==> src/design/wli_ram.sv <==
// ----------------------------------------------------------------------------
// wli_ram: generic single-port RAM
// One read per cycle with an optional write to the same address; read data is registered (old word on a write).
// ----------------------------------------------------------------------------
module wli_ram #(
	parameter int Width = 32,
	parameter int Depth = 64
) (
	input  logic                     clk,
	input  logic                     we,
	input  logic [$clog2(Depth)-1:0] addr,
	input  logic [Width-1:0]         wdata,
	output logic [Width-1:0]         rdata
);

	logic [Width-1:0] mem_q [Depth];

	always_ff @(posedge clk) begin
		if (we) begin
			mem_q[addr] <= wdata;
		end
		rdata <= mem_q[addr];
	end

endmodule

==> config.mk <==
export PLATFORM = sky130hd
export DESIGN_NAME = wli_ram
export DESIGN_NICKNAME = d
export VERILOG_FILES = /design/src/design/wli_ram.sv
export SDC_FILE = /design/constraint.sdc
export NUM_CORES = 2
export LEC_CHECK = 0
export ABC_AREA = 1
export BUFFER_PORTS_ARGS = -buffer_cell sky130_fd_sc_hd__buf_4
export CORE_ASPECT_RATIO = 0.6
export CORE_MARGIN = 5
export CORE_UTILIZATION = 55
export CTS_CLUSTER_DIAMETER = 200
export CTS_CLUSTER_SIZE = 30
export DETAILED_ROUTE_END_ITERATION = 6
export GPL_TIMING_DRIVEN = 0
export PLACE_DENSITY = 0.71
export SLEW_MARGIN = 20
export SYNTH_ARGS = -nofsm -noshare
export SYNTH_HDL_FRONTEND = slang
export SYNTH_SLANG_ARGS = --single-unit
==> constraint.sdc <==
create_clock -name clk -period 6.05 [get_ports clk]
set_clock_uncertainty 0.15 [all_clocks]
set_input_delay 0.9075 -clock clk [delete_from_list [all_inputs] [get_ports clk]]
set_output_delay 0.9075 -clock clk [all_outputs]
set_load 0.005 [all_outputs]
==> impl_results.md <==
* Clock Sinks at 2080
* Slew @ Worst Pin at 1.29 ns
* Vias at 61300
* RSZ-0062 raised after global routing: no
* Largest net degree at the start of global routing at 65
* Multiplexer area fraction after synthesis at 0%
* Top post-synthesis cells by area: edfxtp_1 71%, nand2_1 25%, buf_2 1.4%, dfxtp_1 0.74%, nor2_1 0.59%
* Worst setup EP type: flop
* Vias in the first global route at 55200
* Adder-cell share of the synthesized area at 0%
* LEAKAGE at 39.3 nW
* Max-cap violations at 0
* Chip height at roughly 320 um
* Library cells used by synthesis at 21
* DRT iter0 DRCs at 10100
* Post-synthesis register bit count at 2080
* Synth top area share at 71.1%
* Hold depth at 1
* Final wirelength at 275000 um
* Reg-to-reg setup timing slack at 3.36 ns
* Root buf cell: clkbuf_16
* Die area at 0.166 mm2
* Final Hold Viols at 0
* Post-CTS setup repair buffer count at 0
* Top Ports at 72
* Yosys warnings at 0
* Chip width at 522 um
* Nets at approximately 8700
* Startpoint class of the critical path: input pin
* GPL Wtd Cong at between 1 and 1.5
* Final HPWL DP at 188000 um
* DR WL/cell at 25.3 um
* Drt first pass iters at 7
* Synthesized cell area at 0.0865 mm2
* Vias/cell at 5.66
* CTS buffer count at 79
* CTS H-Tree Depth at 3
* Max Clk Rate at 217 MHz
* Failing checks: design-rule violations
* Normalized max-slew margin at between 10% and 20%
* Dominant combinational cell family by area after synthesis: simple AND/OR/NAND/NOR gates
* Global-route wire length before repair at 387000 um
* Clk slew on worst S/H paths at 0.12 ns
* GRT Total Usage at 32.9%
* Tcrit/Tclk final at about three quarters
* Syn Nets at 8480
* CTS tree: yes
* Clock tree buffer depth at 3
* Crit path kind: input pin to flop
* Area grow syn2layout at 9.19%
* Remaining DRCs at 1
* Simple-Gate Fraction of Synth Area at 25.7%
* Share of the yosys chip area belonging to registers at between 70 and 80%
* Critical Path RT at 6.35 ns
* Share of layout cells above drive strength 1 at about 6.9%
* WHS Endpoint: mem_q[15][30]$_DFFE_PP_
* Place WS at 0.905 ns
* Max Slew Vio Count at 0
* Final Setup Violations at 0
* CP Max Fanout at 18
* Pwr dens at between 200 and 300 mW/mm2
* Cells after Synth at about 8400
* XOR/XNOR share of the synthesized area at 0%
* R2R Path Start: mem_q[53][11]$_DFFE_PP_
* Largest area contributor in the netlist: edfxtp_1
* Row cnt at 112
* GR Overflow Total at 0
* Crit path DAT at 4.90 ns
* Area fraction in compound gates after synthesis at less than 1%
* Setup ws final at 1.44 ns
* Hold_buf cts at 0
* Largest vdd supply drop at 248 uV
* Hold_sp: wdata[30]
* Initial Util at 55.5%
* Routed Antenna Nets at 0
* Tmin final at 4.61 ns
* Clk_lat worst skew at 0.78 ns
* Core area at ~0.16 mm2
* Final setup TNS at 0 ns
* R2R depth at 10
* HP Class: input pin to flop
* Number of gates resized after CTS at 0
* Status: finished with violations
* RR Endpoint: rdata[11]$_DFF_P_
* Mapped Avg Cell Area at 10.2 um2
* IO buf count at 67
* Initial antenna violation count at 22
-- metal layers --
metal | vias to the layer above | GRT usage (%) | wire length, um
met3 | 431 | 12.1 | 43100
met1 | 29300 | 49.8 | 112000
met5 | - | 1.29 | 290
met2 | 3906 | 43.8 | 109000
li1 | 27600 | - | -
met4 | 4 | 11.1 | 10200
-- state kept, by name (all words and copies together), names as in the netlist --
| name | flops |
|---|---|
| rdata | 32 |
| mem_q | 2048 |
-- through the flow --
step	utilization [%]	power, mW	hold slack, ns	cell area (um2)	instances
3_3_place_gp	57.5	18.4	0.652	89600	10600
5_1_grt	60.6	25.8	0.562	94400	10800
2_1_floorplan	-	17.3	0.458	86500	8440
4_1_cts	60.6	25.0	0.539	94400	10800
6_report	60.6	25.1	0.566	94500	10800
3_5_place_dp	59.1	18.4	0.661	92200	10700
-- critical path, stage by stage --
cell     delay, ns
buf_2         0.17
buf_2         0.37
buf_2         0.43
nor2_1        0.58
nand3_1       1.07
nor2_4        1.07
buf_16        0.25
-- synthesized netlist by cell type (all sizes together) --
library cell / n
clkbuf: 136
inv: 30
dfxtp: 32
edfxtp: 2048
nand3: 13
o211ai: 5
nor2: 137
nor4: 2
nand2: 5728
nand4: 2
o21ai: 7
buf: 286
nor3: 8
or2: 6
-- kinds of logic (layout without fill, tap and decap cells) --
| family | count (synthesis) | after routing |
|---|---|---|
| AOI/OAI and AO/OA | 12 | 12 |
| buffers and inverters | 452 | 734 |
| DFF | 2080 | 2080 |
| other | 0 | 11 |
| and+or+nand+nor | 5896 | 5896 |
-- where the power goes --
part / internal [mW] / switching [mW] / total (mW) / leakage, nW
Clock: 2.59 / 4.33 / 6.92 / 1.09
Sequential: 15.9 / 0.0356 / 16.0 / 18.7
Combinational: 0.476 / 1.75 / 2.23 / 19.5
-- how the worst max path moves through the flow --
stage,cells after the start,slack (ns),startpoint,endpoint
2_1_floorplan,6,0.71,addr[0],mem_q[41][0]$_DFFE_PP_
3_3_place_gp,5,-2.47,addr[1],mem_q[41][15]$_DFFE_PP_
3_5_place_dp,6,0.91,addr[1],mem_q[22][11]$_DFFE_PP_
4_1_cts,6,1.71,addr[1],mem_q[22][12]$_DFFE_PP_
5_1_grt,6,1.61,addr[1],mem_q[22][12]$_DFFE_PP_
6_report,7,1.44,addr[1],mem_q[36][13]$_DFFE_PP_
-- placed cells by master, fill, tap and decap left out, types with 3 or more instances in the layout --
cell / instances
clkbuf_16: 83
or2_2: 5
buf_6: 6
buf_2: 254
inv_1: 16
dfxtp_1: 32
buf_16: 56
clkbuf_2: 10
nor3_2: 8
o21ai_0: 5
o211ai_1: 5
nand2_1: 5728
buf_4: 81
inv_2: 14
buf_1: 27
nor2_4: 62
buf_12: 18
nor2_1: 75
edfxtp_1: 2048
clkbuf_1: 163
diode_2: 11
inv_6: 3
nand3_1: 13
-- area by class of cell --
cell class	instances	area [um2]
flip-flops and latches	2080	62100
fillers	12600	61400
multi-input cells	5908	22800
well taps	2109	2640
repair buffers	158	2530
clock buffers	120	2220
plain buffers	422	1970
inverters	30	113
clock inverters	4	46.3
diodes	11	27.5
Note: power is estimated with default switching activity, not from simulation.
