$ cat config.mk
export PLATFORM = sky130hd
export DESIGN_NAME = wli_div
export DESIGN_NICKNAME = d
export VERILOG_FILES = /design/src/design/wli_pkg.sv /design/src/design/wli_div.sv
export SDC_FILE = /design/constraint.sdc
export NUM_CORES = 1
export LEC_CHECK = 0
export BUFFER_PORTS_ARGS = -buffer_cell sky130_fd_sc_hd__buf_2
export CAP_MARGIN = 20
export CORE_UTILIZATION = 60
export DETAILED_ROUTE_END_ITERATION = 6
export MAX_ROUTING_LAYER = met4
export PLACE_DENSITY_LB_ADDON = 0.1
export SLEW_MARGIN = 20
export SYNTH_ARGS = -nofsm -noshare
export SYNTH_HDL_FRONTEND = slang
export SYNTH_SLANG_ARGS = --single-unit
$ cat constraint.sdc
create_clock -name clk -period 3.4 [get_ports clk]
set_clock_uncertainty 0.15 [all_clocks]
set_input_delay 0.68 -clock clk [delete_from_list [all_inputs] [get_ports clk]]
set_output_delay 0.68 -clock clk [all_outputs]
set_load 0.05 [all_outputs]
$ cat src/design/wli_pkg.sv
// ----------------------------------------------------------------------------
// wli_pkg: shared types and constants for the waypoint interpolator
// Holds command and status codes and the default sizes.
// ----------------------------------------------------------------------------
package wli_pkg;

	localparam int DefMaxPoints = 64;
	localparam int DefFracBits  = 16;
	localparam int NComp        = 9;

	typedef enum logic [1:0] {
		CMD_CLEAR = 2'd0,
		CMD_LOAD  = 2'd1,
		CMD_QUERY = 2'd2,
		CMD_NOP   = 2'd3
	} cmd_t;

	typedef enum logic [1:0] {
		ST_OK    = 2'd0,
		ST_EMPTY = 2'd1,
		ST_FULL  = 2'd2,
		ST_RSVD  = 2'd3
	} status_t;

endpackage

$ cat src/design/wli_div.sv
// ----------------------------------------------------------------------------
// wli_div: restoring unsigned divider, one quotient bit a cycle
// Computes (num << FracBits) / den for num <= den, quotient of FracBits+1 bits.
// ----------------------------------------------------------------------------
module wli_div
	import wli_pkg::*;
#(
	parameter int FracBits = DefFracBits
) (
	input  logic                  clk,
	input  logic                  arst_n,
	input  logic                  start,
	input  logic [32:0]           num,
	input  logic [32:0]           den,
	output logic                  done,
	output logic [FracBits:0]     quo
);

	localparam int CntW = $clog2(FracBits + 1);

	logic [33:0]     rem_q;
	logic [32:0]     den_q;
	logic [FracBits:0] quo_q;
	logic [CntW-1:0] cnt_q;
	logic            busy_q;
	logic [33:0]     trial;

	assign trial = {rem_q[32:0], 1'b0} - {1'b0, den_q};

	always_ff @(posedge clk or negedge arst_n) begin
		if (!arst_n) begin
			busy_q <= 1'b0;
			done   <= 1'b0;
			cnt_q  <= '0;
		end else begin
			done <= 1'b0;
			if (start) begin
				busy_q <= 1'b1;
				cnt_q  <= CntW'(FracBits);
			end else if (busy_q) begin
				cnt_q <= cnt_q - 1'b1;
				if (cnt_q == CntW'(1)) begin
					busy_q <= 1'b0;
					done   <= 1'b1;
				end
			end
		end
	end

	// The integer bit of the quotient is settled by one compare at start; the
	// remaining FracBits bits follow one a cycle.
	always_ff @(posedge clk) begin
		if (start) begin
			rem_q <= (num >= den) ? {1'b0, num - den} : {1'b0, num};
			den_q <= den;
			quo_q <= (FracBits+1)'(num >= den);
		end else if (busy_q) begin
			if (!trial[33]) begin
				rem_q <= trial;
				quo_q <= {quo_q[FracBits-1:0], 1'b1};
			end else begin
				rem_q <= {rem_q[32:0], 1'b0};
				quo_q <= {quo_q[FracBits-1:0], 1'b0};
			end
		end
	end

	assign quo = quo_q;

endmodule

==> results.toml, run 1 <==
[synthesis]
synth_common_cells = "91 x inv_1, 79 x nand2_1, 69 x a21oi_1"
ys.flop_type = "edfxtp_1"
syn_area_um2 = 7620
ys_seq_elements = 90
yosysTopAreaCellShare_pct = 26.4
synthCells = 873
synth_top_area_cell = "edfxtp_1"
ys_async_sr_fraction_pct = 7.78
syn_area_per_cell_um2 = 8.73
seq_area_frac_synth_pct = 32.9
synth.distinct_cells = 73
synth_edf_count = 67
syn_nets = 1011
yosys_warnings = 0
yosys-top-cells-area = "edfxtp_1 26%, ha_1 11%, xnor2_1 5.6%, a21oi_1 4.5%, inv_1 4.5%"
yosys.cell_count.top_type = "inv_1"

[worst_setup_path]
worstPathCellList = "ha_1 -> and3_4 -> nand4_1 -> a211oi_2 -> buf_4 -> nor3_4 -> nor2_4 -> o21ai_4 -> xnor2_4 -> buf_12 -> buf_4 -> mux2i_2 -> o21ai_0"
slowest_delay_ns = 0.46
crit_path_frequent_cell = "buf_4"
required_ns = 3.35
path_class = "reg2reg"
critPathCaptureType = "flop"
cp_max_fo = 8
crit_path_top_delay_cell = "edfxtp_1"
arrival_ns = 3.29
start_kind = "flop"
critPathLaunch = "rem_q[5]$_DFFE_PP_"
regToRegStartpoint = "rem_q[5]$_DFFE_PP_"
path_delay_family = "simple AND/OR/NAND/NOR gates"
critPathBufInv = 3

[detailed_routing]
via_count = 7087
final_antenna_net_count = 0
wire_per_inst_um = 17.0
firstDrtPassIters = 5
drt_wl_total_mm = 20.7
drt-initial-drc-count = 659
drc_errors = 0
routed_via_density = 5.81

[timing]
tightest_slew_ns = 0.670
fmax_mhz = 299
fin_crit_ns = 3.34
period_share_pct = 98.3
finalHoldViolCount = 0
relSlewSlack_pct = 54.8
final-setup-viol-count = 0
setup_tns_ns = 0
rsz0062_at_grt = "true"
drv_slew = 0
whs_ns = 0.354

[clocking]
root_buffer = "clkbuf_16"
clock-sinks = 90
ctsHtreeMaxLevel = 3
cts_tree = "done"
path_clk_slew_ns = 0.07
cts_buffers = 9
clock_latency_ns = 0.36
cts_buffer_depth = 2

[placement]
port_buffers = 86
place_hpwl_mm = 16.4
place_inst = 1202
place_congestion = 0.944

[finish]
num_antenna_cells = 0
synthToLayoutAreaGrowth_pct = 24.0
nets = 1185
utilization_pct = 77.4
finalNonFillerCells = 1220
nFillCells = 909
drive_gt1_share_pct = 24.8

[die]
die_h_um = 115
die_x_um = 115
core_area_um2 = 12200
die_area_um2 = 13200
ios = 87
initial_core_util_pct = 62.4
rows = 40

[global_routing]
antenna_found_initial = 0
grt_pass1_vias = 6826
grt_first_pass_wirelength_mm = 33.2
grt_max_degree = 73
grt_remaining_overflow = 0
grt_util_all_layers_pct = 33.6

[pwr]
ir_drop_mv = 0.483
switching_share_pct = 42.9
total_leakage_power_nw = 4.43
pwr-share-comb_pct = 63.8
seq_power_share_pct = 22.9
p_total_mw = 7.66
powerDensity_nw_per_um2 = 811
p_int_mw = 4.37
clkPwrFrac_pct = 13.3
p_switching_mw = 3.29

[status]
status = "finished clean"

[min_path]
holdCritPathClass = "in2reg"
hold_start = "den[4]"

[flow_run]
drv_cap = 0
cell type report:
| cell class | instances | area [um2] | area share (%) |
|---|---|---|---|
| Multi-Input combinational cell | 653 | 4760 | 50.4 |
| Sequential cell | 90 | 2510 | 26.5 |
| Timing Repair Buffer | 200 | 1330 | 14.1 |
| Inverter | 93 | 349 | 3.69 |
| Clock buffer | 11 | 254 | 2.69 |
| Tap cell | 168 | 210 | 2.22 |
| Clock inverter | 5 | 41.3 | 0.437 |
per-stage QoR:
stage	worst slack (ns)	area [um2]
floorplan	0.0417	7620
global placement	-0.172	8960
detailed placement	-0.268	8960
CTS	0.00216	9310
global route	-0.00519	9450
finish	0.0563	9450
flip-flops by register name (all words and copies together), names as in the netlist:
signal  flops
den_q      33
rem_q      33
quo        17
cnt_q       5
busy_q      1
done        1
cell families (layout without fill, tap and decap cells):
group | after synthesis | in the layout | synth area share [%]
AOI/OAI and AO/OA | 269 | 269 | 23.4
and+or+nand+nor | 219 | 219 | 13.3
buffers and inverters | 130 | 309 | 7.16
DFF | 90 | 90 | 32.9
adders and majority gates | 69 | 69 | 11.5
xor gates and xnor gates | 60 | 60 | 6.99
muxes | 36 | 36 | 4.76
final timing paths:
kind,end,slack (ns),cells past startpoint
worst max-delay path,rem_q[12]$_DFFE_PP_,0.06,13
max in group asynchronous,done$_DFF_PN0_,2.35,2
worst min-delay path,den_q[4]$_DFFE_PP_,0.35,1
worst max register to register,rem_q[12]$_DFFE_PP_,0.06,13
worst min register to register,quo[16]$_SDFFE_PP0P_,0.36,2
min in group asynchronous,cnt_q[4]$_DFFE_PN0P_,0.59,2
worst reg2reg max path, cell delays in order (launching register included):
cell and delay [ns]:
edfxtp_1 0.46, ha_1 0.36, and3_4 0.21, nand4_1 0.18, a211oi_2 0.07, buf_4 0.17, nor3_4 0.28, nor2_4 0.08
o21ai_4 0.22, xnor2_4 0.17, buf_12 0.15, buf_4 0.19, mux2i_2 0.30, o21ai_0 0.11
repair_timing:
| item | 4_1_cts | 5_1_grt |
|---|---|---|
| pin swaps | 1 | 14 |
| hold endpoints to repair | 7 | 0 |
| endpoints found under the setup margin | 10 | 19 |
| gates resized for setup | 7 | 25 |
| hold buffers | 1 | 0 |
| buffers inserted | 1 | 0 |
cells in the final DEF (no fill, tap or decap), types with 13 or more instances in the layout:
cell type / count
buf_2: 85
a21o_1: 24
edfxtp_1: 67
xnor2_1: 49
o21bai_1: 14
dfxtp_1: 16
o21ai_1: 13
inv_1: 91
a21oi_1: 66
nor2b_1: 16
a31oi_1: 16
o21ai_0: 44
ha_1: 64
mux2i_1: 33
nor2_1: 62
o211ai_1: 20
buf_4: 111
nand2_1: 79
routing by layer:
metal	track usage [%]	wire, um	vias to the layer above	share of wire, %
met5	-	0	-	0
li1	-	-	3486	-
met1	44.2	9270	3286	45
met3	4.82	1320	43	6.4
met4	13.9	582	0	2.8
met2	52.2	9560	272	46
power groups by stage:
stage,Combinational (mW),Sequential [mW],Clock [mW]
after global placement,4.41,1.74,0
after CTS,4.63,1.74,1.03
final,4.89,1.75,1.01
after global routing,5.29,1.78,1.05
after detailed placement,4.53,1.76,0
after floorplan,3.09,1.73,0
Note: power is estimated with default switching activity, not from simulation.
==> inputs of run 2 (changes only) <==
--- a/config.mk
+++ b/config.mk
@@ -5,9 +5,11 @@
 export SDC_FILE = /design/constraint.sdc
 export NUM_CORES = 1
 export LEC_CHECK = 0
+export ABC_AREA = 1
 export BUFFER_PORTS_ARGS = -buffer_cell sky130_fd_sc_hd__buf_2
 export CAP_MARGIN = 20
-export CORE_UTILIZATION = 60
+export CORE_MARGIN = 1.5
+export CORE_UTILIZATION = 33
 export DETAILED_ROUTE_END_ITERATION = 6
 export MAX_ROUTING_LAYER = met4
 export PLACE_DENSITY_LB_ADDON = 0.1
==> run 2 against run 1 <==
Sequential power barely moved. Die area up 130%. Clock power grew 5%. Power fell by 2.2%. Largest power group unchanged.
==> results.toml, run 2 <==
[status]
status = "finished clean"

[synthesis]
syn_area_per_cell_um2 = 6.17
seq_area_frac_synth_pct = 26.2
ys_seq_elements = 90
yosys_warnings = 0
synth_top_area_cell = "edfxtp_1"
syn_nets = 1691
synth.distinct_cells = 38
ys.flop_type = "edfxtp_1"
yosysTopAreaCellShare_pct = 21.0
synth_common_cells = "512 x nand2_1, 349 x inv_1, 200 x nand3_1"
syn_area_um2 = 9580
yosys.cell_count.top_type = "nand2_1"
synth_edf_count = 67
ys_async_sr_fraction_pct = 7.78
synthCells = 1553
yosys-top-cells-area = "edfxtp_1 21%, nand2_1 20%, inv_1 14%, nand3_1 10%, ha_1 8.8%"

[worst_setup_path]
crit_path_top_delay_cell = "ha_1"
critPathCaptureType = "flop"
worstPathCellList = "inv_1 -> ha_1 -> nand2_1 -> nor2_1 -> nand2_1 -> inv_1 -> nand2_2 -> nand2_2 -> nand2_4 -> nand3_2 -> buf_4 -> nand3_1 -> nand3_1 -> nand2_1"
slowest_delay_ns = 0.40
required_ns = 3.37
arrival_ns = 2.92
cp_max_fo = 34
critPathBufInv = 3
path_delay_family = "simple AND/OR/NAND/NOR gates"
path_class = "reg2reg"
crit_path_frequent_cell = "nand2_1"
start_kind = "flop"

[die]
ios = 87
die_x_um = 173
die_h_um = 173
initial_core_util_pct = 33.5
core_area_um2 = 28600
die_area_um2 = 30000
rows = 62

[timing]
relSlewSlack_pct = 59.2
fin_crit_ns = 2.96
fmax_mhz = 338
tightest_slew_ns = 0.611
final-setup-viol-count = 0
whs_ns = 0.313
finalHoldViolCount = 0
rsz0062_at_grt = "false"
drv_slew = 0
period_share_pct = 87.0
setup_tns_ns = 0

[detailed_routing]
firstDrtPassIters = 5
wire_per_inst_um = 15.8
drt_wl_total_mm = 31.9
final_antenna_net_count = 0
routed_via_density = 4.68
via_count = 9479
drt-initial-drc-count = 507
drc_errors = 0

[finish]
nFillCells = 3184
final_cell_mix = "512 x nand2_1, 349 x inv_1, 200 x nand3_1, 86 x buf_2, 85 x nor2_1"
drive_gt1_share_pct = 8.84
num_antenna_cells = 0
nets = 1773
final_common_cell = "nand2_1"
synthToLayoutAreaGrowth_pct = 12.0

[clocking]
path_clk_slew_ns = 0.07
cts_buffers = 9
hold_buffers = 1
cts_tree = "done"
cts_buffer_depth = 2
clock-sinks = 90
ctsHtreeMaxLevel = 3
post-cts-setup-buffer-count = 0
cts_repair_resize_count = 0
clock_latency_ns = 0.36
root_buffer = "clkbuf_16"

[global_routing]
grt_busiest_layer = "met2"
grt_max_degree = 45
grt_remaining_overflow = 0
use_met1_pct = 31.9
grt_pass1_vias = 9100
grt_util_met2_pct = 33.2
grt_util_all_layers_pct = 22.3
antenna_found_initial = 0
use_met3_pct = 2.11
grt_first_pass_wirelength_mm = 50.5

[pwr]
powerDensity_nw_per_um2 = 699
total_leakage_power_nw = 6.12
ir_drop_mv = 0.274

[placement]
place_congestion = 0.943
port_buffers = 86
place_hpwl_mm = 26.8

[flow_run]
drv_cap = 0

[min_path]
holdCritPathClass = "reg2reg"
-- run 2: changes by cell type in the layout (fill, tap and decap cells not counted), sizes merged, moves of 21 or more --
cell	change
a21o	-24
buf	-98
inv	+257
mux2i	-34
nand2	+446
nand3	+192
nor2	+29
o21ai	-35
xnor2	-21
-- run 2: path summary, 6_finish.rpt --
check	from	end	slack, ns	depth (start not counted)
min in group asynchronous	arst_n	busy_q$_DFF_PN0_	0.56	2
min	cnt_q[3]$_DFFE_PN0P_	cnt_q[3]$_DFFE_PN0P_	0.31	1
max in group asynchronous	arst_n	cnt_q[1]$_DFFE_PN0P_	2.39	2
min reg2reg	cnt_q[3]$_DFFE_PN0P_	cnt_q[3]$_DFFE_PN0P_	0.31	1
max	den_q[9]$_DFFE_PP_	rem_q[19]$_DFFE_PP_	0.44	14
max reg2reg	den_q[9]$_DFFE_PP_	rem_q[19]$_DFFE_PP_	0.44	14
-- run 2: metal layers --
metal / vias to the layer above / routed length (um)
li1: 5007 / -
met1: 4272 / 16800
met2: 166 / 13600
met3: 34 / 978
met4: 0 / 652
met5: - / 0
-- run 2: per-stage QoR --
stage	cells	worst slack, ns	power, mW	cell area [um2]	util [%]
4_1_cts	2024	0.450	7.50	10700	37.5
3_3_place_gp	2007	0.0523	6.41	10400	36.3
5_1_grt	2024	0.219	8.21	10700	37.5
3_5_place_dp	2007	0.0950	6.40	10400	36.3
2_1_floorplan	1553	0.511	5.24	9580	-
6_report	2024	0.441	7.49	10700	37.5
-- run 2: power by group --
| part | leakage (nW) | internal, mW | switching (mW) |
|---|---|---|---|
| Combinational | 5.06 | 1.59 | 3.12 |
| Sequential | 0.900 | 1.53 | 0.192 |
| Clock | 0.157 | 0.591 | 0.470 |
-- run 2: area by class of cell --
cell class | instances | area, um2 | share of cell area, %
tap | 384 | 480 | 4.48
clock buffer | 11 | 275 | 2.57
inverter | 351 | 1320 | 12.3
timing repair buffer | 102 | 591 | 5.51
clock inverter | 5 | 38.8 | 0.362
sequential | 90 | 2510 | 23.4
multi-input combinational | 1081 | 5510 | 51.4
-- run 2: worst register-to-register path, delay by kind of cell, from the launching register on --
family,cells,cell delay (ns)
and+or+nand+nor,10,1.30
buffers and inverters,3,0.53
adders and majority gates,1,0.41
DFF,1,0.32
-- run 2: kinds of logic (layout without fill, tap and decap cells) --
| logic type | count (synthesis) | after routing | share of synthesized area, % |
|---|---|---|---|
| flip-flops | 90 | 90 | 26.2 |
| AND/OR/NAND/NOR | 878 | 878 | 39.7 |
| adder cells (fa/ha/maj) | 69 | 69 | 9.17 |
| buffers and inverters | 382 | 469 | 16.3 |
| AO/OA/AOI/OAI | 104 | 104 | 5.91 |
| XOR/XNOR | 30 | 30 | 2.74 |
